--- config.mk ---
export PLATFORM = sky130hd
export DESIGN_NAME = dual_stack_shared_array_unit_flat
export DESIGN_NICKNAME = d
export VERILOG_FILES = /design/src/design/dsa_pkg.sv /design/src/design/dsa_req_if.sv /design/src/design/dsa_rsp_if.sv /design/src/design/dual_stack_shared_array_unit.sv /design/src/flat_wrapper.sv
export VERILOG_INCLUDE_DIRS = /design/src /design/src/design
export SDC_FILE = /design/constraint.sdc
export NUM_CORES = 1
export LEC_CHECK = 0
export BUFFER_PORTS_ARGS = -buffer_cell sky130_fd_sc_hd__buf_2
export CAP_MARGIN = 20
export CORE_ASPECT_RATIO = 2
export CORE_MARGIN = 5
export CORE_UTILIZATION = 29
export DETAILED_ROUTE_END_ITERATION = 8
export GPL_TIMING_DRIVEN = 1
export PLACE_DENSITY_LB_ADDON = 0.1
export SLEW_MARGIN = 20
export SYNTH_ARGS = -nofsm -noshare
export SYNTH_HDL_FRONTEND = slang
export SYNTH_SLANG_ARGS = --single-unit
--- constraint.sdc ---
create_clock -name clock -period 13.25 [get_ports clock]
set_clock_uncertainty 0.15 [all_clocks]
set_input_delay 3.3125 -clock clock [delete_from_list [all_inputs] [get_ports clock]]
set_output_delay 3.3125 -clock clock [all_outputs]
set_load 0.01 [all_outputs]
--- src/design/dual_stack_shared_array_unit_defines.svh ---
// Assertion macros shared by the dual stack unit.
`ifndef DUAL_STACK_SHARED_ARRAY_UNIT_DEFINES_SVH
`define DUAL_STACK_SHARED_ARRAY_UNIT_DEFINES_SVH

// Same-cycle implication, checked outside reset.
`define DSA_ASSERT_NOW(label, clk, rst, ante, cons, msg) \
   label: assert property (@(posedge clk) disable iff (rst) (ante) |-> (cons)) else $error(msg);

// Next-cycle implication, checked outside reset.
`define DSA_ASSERT_NEXT(label, clk, rst, ante, cons, msg) \
   label: assert property (@(posedge clk) disable iff (rst) (ante) |=> (cons)) else $error(msg);

`endif

--- src/design/dsa_pkg.sv ---
package dsa_pkg;

   localparam int DEPTH_DEFAULT = 16;
   localparam int DATA_W        = 32;
   localparam int ACTION_W      = 3;
   localparam int STATUS_W      = 2;

   typedef enum logic [ACTION_W-1:0] {
      ACT_PUSH_A = 3'd0,
      ACT_PUSH_B = 3'd1,
      ACT_POP_A  = 3'd2,
      ACT_POP_B  = 3'd3,
      ACT_LIST_A = 3'd4,
      ACT_LIST_B = 3'd5
   } action_type;

   typedef enum logic [STATUS_W-1:0] {
      ST_OK        = 2'd0,
      ST_OVERFLOW  = 2'd1,
      ST_UNDERFLOW = 2'd2,
      ST_EMPTY     = 2'd3
   } status_type;

endpackage

--- src/design/dsa_req_if.sv ---
interface dsa_req_if import dsa_pkg::*; ();
   logic                       valid;
   logic                       ready;
   logic [ACTION_W-1:0]        action;
   logic signed [DATA_W-1:0]   push_value;

   modport source (output valid, action, push_value, input ready);
   modport sink (input valid, action, push_value, output ready);
endinterface

--- src/design/dsa_rsp_if.sv ---
interface dsa_rsp_if import dsa_pkg::*; ();
   logic                       valid;
   logic                       ready;
   logic signed [DATA_W-1:0]   data_value;
   logic [STATUS_W-1:0]        status;
   logic                       last;

   modport source (output valid, data_value, status, last, input ready);
   modport sink (input valid, data_value, status, last, output ready);
endinterface

--- src/design/dual_stack_shared_array_unit.sv ---
// Push and any refused or empty request give their word from the output register after acceptance;
// a pop passes through the registered store read and then the output register.
// A pop or list takes no new request until its last word is registered; a list of N entries gives N words,
// one word per cycle while the output register is free, after the first read of the single store read port.
// Reset (synchronous, active high) clears both stack counts, the sequencer and the output
// valid; store contents stay undefined until written.
`include "dual_stack_shared_array_unit_defines.svh"

module dual_stack_shared_array_unit import dsa_pkg::*; #(
   parameter int DEPTH = DEPTH_DEFAULT
) (
   input logic        clock,
   input logic        reset,
   dsa_req_if.sink    req_bus,
   dsa_rsp_if.source  rsp_bus
);

   localparam int IDX_W = (DEPTH > 1) ? $clog2(DEPTH) : 1;
   localparam int CNT_W = $clog2(DEPTH + 1);

   // Sequencer: IDLE takes requests, FETCH drains words read from the store.
   typedef enum logic [1:0] {
      S_IDLE  = 2'b01,
      S_FETCH = 2'b10
   } state_type;

   state_type                 state_ff, state_in;
   logic [CNT_W-1:0]          count_a_ff, count_a_in;
   logic [CNT_W-1:0]          count_b_ff, count_b_in;
   logic [IDX_W-1:0]          walk_addr_ff, walk_addr_in;
   logic [CNT_W-1:0]          walk_left_ff, walk_left_in;
   logic                      walk_up_ff, walk_up_in;

   logic                      rsp_valid_ff, rsp_valid_in;
   logic signed [DATA_W-1:0]  rsp_data_ff, rsp_data_in;
   logic [STATUS_W-1:0]       rsp_status_ff, rsp_status_in;
   logic                      rsp_last_ff, rsp_last_in;

   // Shared store: one write port, one registered read port.
   logic signed [DATA_W-1:0]  store_mem [DEPTH];
   logic signed [DATA_W-1:0]  rd_data_ff;
   logic                      wr_en;
   logic [IDX_W-1:0]          wr_addr;
   logic                      rd_en;
   logic [IDX_W-1:0]          rd_addr;

   logic                      req_fire;
   logic                      out_free;
   logic                      full;
   logic [CNT_W-1:0]          a_top_pos;
   logic [CNT_W-1:0]          b_top_pos;
   logic [CNT_W-1:0]          b_push_pos;
   logic [IDX_W-1:0]          walk_next;

   // The output register is free when empty or being drained this cycle.
   assign out_free = !rsp_valid_ff || rsp_bus.ready;
   assign req_bus.ready = (state_ff == S_IDLE) && out_free;
   assign req_fire = req_bus.valid && req_bus.ready;

   assign full = ({1'b0, count_a_ff} + {1'b0, count_b_ff}) >= (CNT_W + 1)'(DEPTH);

   // Top of A sits one below its count; top of B sits at DEPTH minus its count.
   assign a_top_pos  = count_a_ff - CNT_W'(1);
   assign b_top_pos  = CNT_W'(DEPTH) - count_b_ff;
   assign b_push_pos = CNT_W'(DEPTH) - count_b_ff - CNT_W'(1);

   // List A walks down toward entry 0, list B walks up toward the top entry.
   assign walk_next = walk_up_ff ? walk_addr_ff + IDX_W'(1) : walk_addr_ff - IDX_W'(1);

   assign rsp_bus.valid      = rsp_valid_ff;
   assign rsp_bus.data_value = rsp_data_ff;
   assign rsp_bus.status     = rsp_status_ff;
   assign rsp_bus.last       = rsp_last_ff;

   always_comb begin
      state_in      = state_ff;
      count_a_in    = count_a_ff;
      count_b_in    = count_b_ff;
      walk_addr_in  = walk_addr_ff;
      walk_left_in  = walk_left_ff;
      walk_up_in    = walk_up_ff;
      // Drop the held word once the sink takes it.
      rsp_valid_in  = rsp_valid_ff && !rsp_bus.ready;
      rsp_data_in   = rsp_data_ff;
      rsp_status_in = rsp_status_ff;
      rsp_last_in   = rsp_last_ff;
      wr_en         = 1'b0;
      wr_addr       = count_a_ff[IDX_W-1:0];
      rd_en         = 1'b0;
      rd_addr       = walk_addr_ff;

      unique case (state_ff)
         S_IDLE: begin
            if (req_fire) begin
               unique case (req_bus.action) inside
                  ACT_PUSH_A, ACT_PUSH_B: begin
                     // Push answers at once: ok or overflow.
                     rsp_valid_in  = 1'b1;
                     rsp_data_in   = '0;
                     rsp_last_in   = 1'b1;
                     if (full) begin
                        rsp_status_in = ST_OVERFLOW;
                     end else begin
                        rsp_status_in = ST_OK;
                        wr_en         = 1'b1;
                        if (req_bus.action == ACT_PUSH_A) begin
                           wr_addr    = count_a_ff[IDX_W-1:0];
                           count_a_in = count_a_ff + CNT_W'(1);
                        end else begin
                           wr_addr    = b_push_pos[IDX_W-1:0];
                           count_b_in = count_b_ff + CNT_W'(1);
                        end
                     end
                  end
                  ACT_POP_A, ACT_LIST_A: begin
                     if (count_a_ff == '0) begin
                        // Empty stack: one word, underflow for pop, empty for list.
                        rsp_valid_in  = 1'b1;
                        rsp_data_in   = '0;
                        rsp_last_in   = 1'b1;
                        rsp_status_in = (req_bus.action == ACT_POP_A) ? ST_UNDERFLOW : ST_EMPTY;
                     end else begin
                        rd_en        = 1'b1;
                        rd_addr      = a_top_pos[IDX_W-1:0];
                        walk_addr_in = a_top_pos[IDX_W-1:0];
                        walk_up_in   = 1'b0;
                        state_in     = S_FETCH;
                        if (req_bus.action == ACT_POP_A) begin
                           walk_left_in = CNT_W'(1);
                           count_a_in   = a_top_pos;
                        end else begin
                           walk_left_in = count_a_ff;
                        end
                     end
                  end
                  ACT_POP_B, ACT_LIST_B: begin
                     if (count_b_ff == '0) begin
                        rsp_valid_in  = 1'b1;
                        rsp_data_in   = '0;
                        rsp_last_in   = 1'b1;
                        rsp_status_in = (req_bus.action == ACT_POP_B) ? ST_UNDERFLOW : ST_EMPTY;
                     end else begin
                        rd_en        = 1'b1;
                        rd_addr      = b_top_pos[IDX_W-1:0];
                        walk_addr_in = b_top_pos[IDX_W-1:0];
                        walk_up_in   = 1'b1;
                        state_in     = S_FETCH;
                        if (req_bus.action == ACT_POP_B) begin
                           walk_left_in = CNT_W'(1);
                           count_b_in   = count_b_ff - CNT_W'(1);
                        end else begin
                           walk_left_in = count_b_ff;
                        end
                     end
                  end
                  default: begin
                     // Unused action codes: take the word and drop it.
                  end
               endcase
            end
         end
         S_FETCH: begin
            // Read data is valid here and holds until the output register frees up.
            if (out_free) begin
               rsp_valid_in  = 1'b1;
               rsp_data_in   = rd_data_ff;
               rsp_status_in = ST_OK;
               rsp_last_in   = (walk_left_ff == CNT_W'(1));
               walk_left_in  = walk_left_ff - CNT_W'(1);
               if (walk_left_ff == CNT_W'(1)) begin
                  state_in = S_IDLE;
               end else begin
                  // Advance and issue the next read in the same cycle.
                  rd_en        = 1'b1;
                  rd_addr      = walk_next;
                  walk_addr_in = walk_next;
               end
            end
         end
         default: begin
            state_in = S_IDLE;
         end
      endcase
   end

   // Store: writes only in IDLE, reads only when entering or inside FETCH,
   // so a read and a write never meet in one cycle.
   always_ff @(posedge clock) begin
      if (wr_en) begin
         store_mem[wr_addr] <= req_bus.push_value;
      end
      if (rd_en) begin
         rd_data_ff <= store_mem[rd_addr];
      end
   end

   // Payload registers carry no reset.
   always_ff @(posedge clock) begin
      walk_addr_ff  <= walk_addr_in;
      walk_left_ff  <= walk_left_in;
      walk_up_ff    <= walk_up_in;
      rsp_data_ff   <= rsp_data_in;
      rsp_status_ff <= rsp_status_in;
      rsp_last_ff   <= rsp_last_in;
   end

   always_ff @(posedge clock) begin
      if (reset) begin
         state_ff     <= S_IDLE;
         count_a_ff   <= '0;
         count_b_ff   <= '0;
         rsp_valid_ff <= 1'b0;
      end else begin
         state_ff     <= state_in;
         count_a_ff   <= count_a_in;
         count_b_ff   <= count_b_in;
         rsp_valid_ff <= rsp_valid_in;
      end
   end

   // The two stacks never claim more entries than the store holds.
   `DSA_ASSERT_NOW(a_counts_fit, clock, reset, 1'b1, ({1'b0, count_a_ff} + {1'b0, count_b_ff}) <= (CNT_W + 1)'(DEPTH), "stack counts exceed store depth")
   // A pop from a non-empty stack goes on to fetch from the store.
   `DSA_ASSERT_NEXT(a_pop_fetches, clock, reset, req_fire && ((req_bus.action == ACT_POP_A && count_a_ff != '0) || (req_bus.action == ACT_POP_B && count_b_ff != '0)), state_ff == S_FETCH, "pop did not start a store fetch")
   // The final fetched word ends the walk.
   `DSA_ASSERT_NEXT(a_walk_ends, clock, reset, state_ff == S_FETCH && out_free && walk_left_ff == CNT_W'(1), state_ff == S_IDLE && rsp_valid_ff && rsp_last_ff, "walk did not end on its last word")
   // Any status other than ok carries zero data.
   `DSA_ASSERT_NOW(a_err_zero_data, clock, reset, rsp_valid_ff && rsp_status_ff != ST_OK, rsp_data_ff == '0, "error word carries data")

endmodule

--- src/flat_wrapper.sv ---
// flat-port wrapper written by rule: the top's interface ports become plain ports
module dual_stack_shared_array_unit_flat import dsa_pkg::*;
#(
   parameter int DEPTH = DEPTH_DEFAULT
)
  (clock, reset, req_bus_valid, req_bus_action, req_bus_push_value, req_bus_ready, rsp_bus_valid, rsp_bus_data_value, rsp_bus_status, rsp_bus_last, rsp_bus_ready);
  dsa_req_if req_bus_i ();
  dsa_rsp_if rsp_bus_i ();
  input logic clock;
  input logic reset;
  input wire logic [$bits(req_bus_i.valid)-1:0] req_bus_valid;
  input wire logic [$bits(req_bus_i.action)-1:0] req_bus_action;
  input wire logic [$bits(req_bus_i.push_value)-1:0] req_bus_push_value;
  output wire logic [$bits(req_bus_i.ready)-1:0] req_bus_ready;
  output wire logic [$bits(rsp_bus_i.valid)-1:0] rsp_bus_valid;
  output wire logic [$bits(rsp_bus_i.data_value)-1:0] rsp_bus_data_value;
  output wire logic [$bits(rsp_bus_i.status)-1:0] rsp_bus_status;
  output wire logic [$bits(rsp_bus_i.last)-1:0] rsp_bus_last;
  input wire logic [$bits(rsp_bus_i.ready)-1:0] rsp_bus_ready;
  assign req_bus_i.valid = req_bus_valid;
  assign req_bus_i.action = req_bus_action;
  assign req_bus_i.push_value = req_bus_push_value;
  assign req_bus_ready = req_bus_i.ready;
  assign rsp_bus_valid = rsp_bus_i.valid;
  assign rsp_bus_data_value = rsp_bus_i.data_value;
  assign rsp_bus_status = rsp_bus_i.status;
  assign rsp_bus_last = rsp_bus_i.last;
  assign rsp_bus_i.ready = rsp_bus_ready;
  dual_stack_shared_array_unit #(.DEPTH(DEPTH)) u_core (.clock(clock), .reset(reset), .req_bus(req_bus_i), .rsp_bus(rsp_bus_i));
endmodule
==> reports/summary.txt, run 1 <==
Main synth FF type - edfxtp_1
Reg2Reg Setup Slack - 8.01 ns
Avg Cell Area, Syn - 13.6 µm²
Area grow syn2layout - 13.6%
PD cells - 183 nW/µm²
CP endpoint kind - primary output
Mapped Cells - 1,794
Synth Net Count - 1,852
Vias in the first global route - 15,200
Hold Slack - 0.361 ns
Ys async rst share - 0%
Slew Viols, Final - 0
Maximum VDD drop - 0.000102 V
Pre-antenna DRT Iters - 7
PnR worst setup slack - 5.55 ns
Detail Route Antenna Nets - 0
Top post-synthesis cells by count - edfxtp_1, nand2_1, a311oi_1, and3_1, buf_2
Fmax achieved - 130 MHz
Area of the multi-input gates - 6050 µm²
Most frequent cell after synthesis - edfxtp_1
Die area - 90,400 µm²
Setup TNS - 0 ns
DIE HEIGHT - 420 µm
Detailed Route WL - 69,900 µm
CP arrival - 4.24 ns
Clk_lat worst skew - 0.61 ns
DRC viols - 0
Via count - 14,600
Slew margin rel. - 31.9%
Register area share after synthesis - 73.4%
Vias/cell - 4.96
Area of the core - 83,500 µm²
Final setup viols - 0
Worst Hold Path EP - u_core.state_ff[1]
Initial antenna violation count - 7
Hold depth - 1
Post-DR wirelength/cell - 23.7 µm
CTS tree - done
Grt ovf - 0
Max-Cap Viols - 0
DP HPWL - 35,100 µm
Area share of the largest cell type after synthesis - 72.0%
Critical Setup Path Class - input port to primary output
Status - complete, no violations
CTS buffer count - 54
H-tree levels - 2
Post-cts gate resize count - 0
Worst-margin pin slew - 1.02 ns
Die X-Extent - 215 µm
Layout fillers - 8,125
Top fanout value on the critical path - 7
Final period util - 58.1%
Synth top area cells - edfxtp_1, nand2_1, a311oi_1
GRT Total Usage - 15.2%
HP Class - flop to flop
Largest area contributor in the netlist - edfxtp_1
Share of cells above drive strength 1 - 11.6%
Max clock buf depth - 3
Port Buffers - 75
Initial Util - 29.2%
Number of synthesized flops with an enable pin - 585
First-pass GRT wire length - 103,000 µm
CP Launch Type - input port
Clock sink count - 602
DRT iter0 DRCs - 985
Setup repair after global routing missed its margin - false
CTS root buffer - clkbuf_16
Largest net degree at the start of global routing - 107
Period minus WS final - 7.70 ns
Post-CTS Setup Bufs - 0
Yosys cell types - 61
Crit Reg-Reg Startpoint - u_core.count_a_ff[0]
Place WS - 5.35 ns
Clock transition at the registers of the reported paths - 0.06 ns
FF+latch area - 17,900 µm²
Leakage power - 9.47 nW
Worst reg2reg path depth - 11
Final layout net count - 1,896
FP Rows - 150
Cell Area, Synth - 24,400 µm²
Hold Buf Count CTS - 0
Final Hold Fails - 0
HP Start - u_core.state_ff[1]
# IOs - 76
Reg2reg end - u_core.rd_data_ff[15]
Yosys reg bits - 602
Placer congestion estimate - 0.729
Worst path required time - 9.79 ns
Ys Warns - 0
-- worst max-delay path, cell delays in order --
cell and delay (ns):
buf_2 0.10, nor2b_1 0.53, nor2_1 0.12, buf_2 0.17
-- state kept, by name, indices dropped and copies added, names as in the netlist, 2 cells and up --
name	count
u_core.walk_left_ff	5
u_core.walk_addr_ff	4
u_core.count_a_ff	5
u_core.rsp_bus.status	2
u_core.rd_data_ff	32
u_core.count_b_ff	5
u_core.rsp_bus.data_value	32
u_core.state_ff	2
u_core.store_mem	512
-- routing by layer --
layer,vias to the layer above,share of wire (%),track usage (%)
li1,6743,-,-
met1,7476,41,18.2
met2,287,52,28.1
met3,119,3.6,2.09
met4,4,3.0,4.80
met5,-,0.049,0
-- area by class of cell --
type / count / area share, %
multi-input cells: 1053 / 21.8
clock buffers: 65 / 5.10
clock inverters: 34 / 1.11
repair buffers: 105 / 2.17
well taps: 1064 / 4.80
diodes: 3 / 0.0271
flip-flops and latches: 602 / 64.6
inverters: 22 / 0.334
-- cell usage in the layout, fill, tap and decap left out, types with 10 or more instances in the layout --
cell type and count:
xnor2_1 15, buf_4 30, edfxtp_1 585, dfxtp_1 17, o21ai_0 12, inv_1 18
or4_1 32, buf_2 75, nor2_1 18, nor2_4 17, a21oi_1 17, nand2_1 533
clkinv_1 17, a311oi_1 129, clkbuf_16 55, and3_1 128, clkbuf_1 10, ha_1 16
and2_1 35
-- how the worst max path moves through the flow --
| stage | depth (start not counted) | to | slack (ns) | start |
|---|---|---|---|---|
| after floorplan | 3 | req_bus_ready | 6.05 | rsp_bus_ready |
| after global routing | 4 | req_bus_ready | 5.48 | rsp_bus_ready |
| after detailed placement | 11 | u_core.rd_data_ff[15] | 5.35 | rsp_bus_ready |
| after CTS | 4 | req_bus_ready | 5.54 | rsp_bus_ready |
| final | 4 | req_bus_ready | 5.55 | rsp_bus_ready |
| after global placement | 11 | u_core.rd_data_ff[15] | 5.39 | rsp_bus_ready |
-- kinds of logic after synthesis --
logic type,count (synthesis),share of synthesized area (%)
AO/OA/AOI/OAI,195,6.47
AND/OR/NAND/NOR,806,15.2
buffers and inverters,139,2.55
flip-flops,602,73.4
adder cells (fa/ha/maj),20,1.08
multiplexers,12,0.559
XOR/XNOR,20,0.718
-- through the flow --
step	util [%]	area (µm²)	power, mW	instances
6_report	33.2	27700	5.08	2948
5_1_grt	33.2	27700	5.36	2945
4_1_cts	33.2	27700	5.17	2945
3_5_place_dp	31.1	26000	3.58	2846
3_3_place_gp	31.1	26000	3.57	2846
2_1_floorplan	-	24400	3.16	1794
-- power by group --
group	internal, mW	switching [mW]	total, mW	leakage (nW)
Clock	0.860	0.714	1.57	0.840
Combinational	0.406	0.868	1.27	3.21
Sequential	2.20	0.0318	2.23	5.42
Total	3.47	1.61	5.08	9.47
(Power assumes the default switching activity.)
==> run 2: changes to the inputs <==
clock period = 6.4 ns   (was 13.25 ns; I/O delays follow)
==> run 2 against run 1 <==
Against the previous run:
- critical path depth up 6
- worst hold slack got worse by 0.0035 ns
- core utilization is 0.43 points higher
- via count is 0.61% higher
- clock power increased by 120%
- non-clock buffer count up 7
==> reports/summary.txt, run 2 (synthesis results as in run 1) <==
Port Buffers - 75
H-tree levels - 2
Hold Slack - 0.357 ns
Initial antenna violation count - 5
Initial Util - 29.2%
Placer congestion estimate - 0.741
Sw Ratio - 31.3%
Clock transition at the registers of the reported paths - 0.06 ns
Status - complete, no violations
Hold Buf Count CTS - 0
FF+latch area - 17,900 µm²
Worst path slowest cell - nand3_2
Vias in the first global route - 15,000
Leakage power - 9.64 nW
FP Rows - 150
Worst path required time - 6.58 ns
Top fanout value on the critical path - 19
Die X-Extent - 215 µm
Grt ovf - 0
Via count - 14,700
Critical Path, Cell by Cell - buf_2 -> xor2_1 -> nand3_2 -> a22o_1 -> a221oi_2 -> inv_1 -> nand3_2 -> buf_12 -> a311oi_1 -> or4_1
Comb power frac - 25.3%
Detailed Route WL - 71,900 µm
Pre-antenna DRT Iters - 5
Share of cells above drive strength 1 - 12.3%
Period minus WS final - 4.87 ns
Biggest register - u_core.store_mem
Area of the multi-input gates - 6050 µm²
PD cells - 387 nW/µm²
Place WS - 0.851 ns
Setup TNS - 0 ns
Final Hold Fails - 0
Post-DR wirelength/cell - 24.3 µm
Slew Viols, Final - 0
Max reg flops - 512
Reg2Reg Setup Slack - 1.81 ns
Register share of total power - 42.5%
DRC viols - 0
CP endpoint kind - flop
Max clock buf depth - 3
First-pass GRT wire length - 105,000 µm
DP HPWL - 37,100 µm
Placed inst area - 26,200 µm²
Setup repair after global routing missed its margin - false
Clock sink count - 602
Layout fillers - 8,086
Pint - 7.47 mW
Most common cell after layout, fill and taps aside - edfxtp_1
Die area - 90,400 µm²
CTS root buffer - clkbuf_16
Post-CTS Setup Bufs - 0
Final instance area - 28,100 µm²
CP arrival - 5.06 ns
Worst-margin pin slew - 1.08 ns
Final setup viols - 0
Maximum VDD drop - 0.000224 V
Post-cts gate resize count - 0
Vias/cell - 4.98
GRT Total Usage - 15.6%
CTS buffer count - 56
Clk_lat worst skew - 0.60 ns
CTS tree - done
Area of the core - 83,500 µm²
Largest net degree at the start of global routing - 177
Psw - 3.40 mW
Final layout net count - 1,905
Fmax achieved - 205 MHz
Slew margin rel. - 28.0%
Slowest stage delay, CP - 0.73 ns
Max-Cap Viols - 0
Most frequent cells in the layout - edfxtp_1, nand2_1, a311oi_1
Critical Setup Path Class - input port to flop
Detail Route Antenna Nets - 0
# IOs - 76
Area grow syn2layout - 15.1%
Clock power share - 32.2%
DRT iter0 DRCs - 1,081
Final period util - 76.1%
CP Launch Type - input port
HP Class - flop to flop
CP dominant cell by count - nand3_2
PnR worst setup slack - 1.53 ns
DIE HEIGHT - 420 µm
[run 2: cell count changes in the layout (fill, tap and decap cells not counted), sizes merged]
cell    before  now
buf        105  112
bufinv       5    9
clkbuf      65   66
clkinv      25   26
diode        3    2
inv         25   23
[run 2: layout make-up]
cell class	instances	area share, %
diodes	2	0.0178
clock buffers	66	5.28
clock inverters	37	1.49
inverters	22	0.330
multi-input cells	1053	21.5
flip-flops and latches	602	63.8
well taps	1064	4.74
repair buffers	112	2.82
[run 2: power by group through the flow]
| stage | Clock (mW) | Sequential (mW) | Combinational (mW) |
|---|---|---|---|
| 6_report | 3.51 | 4.62 | 2.75 |
| 2_1_floorplan | 0 | 4.72 | 1.82 |
| 3_5_place_dp | 0 | 4.71 | 2.81 |
| 4_1_cts | 3.61 | 4.63 | 2.82 |
| 3_3_place_gp | 0 | 4.71 | 2.78 |
| 5_1_grt | 3.77 | 4.63 | 3.06 |
[run 2: per-layer routing]
metal	GRT usage, %	share of wire (%)	up-vias
li1	-	-	6769
met1	19.7	42	7578
met2	28.4	52	275
met3	1.96	3.7	90
met4	3.85	2.2	6
met5	0	0.065	-
[run 2: worst max-delay path: cells and delay by family]
kind / cells / cell delay (ns)
simple gates: 3 / 1.54
xor+xnor: 1 / 0.44
buf+inv: 3 / 0.73
compound gates: 3 / 0.73
[run 2: path summary, 6_finish.rpt]
check | from | to | cells past startpoint
worst min-delay path | u_core.state_ff[1] | u_core.state_ff[1] | 1
worst max-delay path | req_bus_action[2] | u_core.rd_data_ff[23] | 10
worst min register to register | u_core.state_ff[1] | u_core.state_ff[1] | 1
worst max register to register | u_core.count_a_ff[0] | u_core.rd_data_ff[23] | 12
[run 2: stage by stage]
step                      std cells  power, mW  util (%)
after global placement         2853       7.49      31.3
after CTS                      2956       11.1      33.6
after floorplan                1794       6.54         -
after detailed placement       2853       7.52      31.3
final                          2958       10.9      33.6
after global routing           2956       11.5      33.6
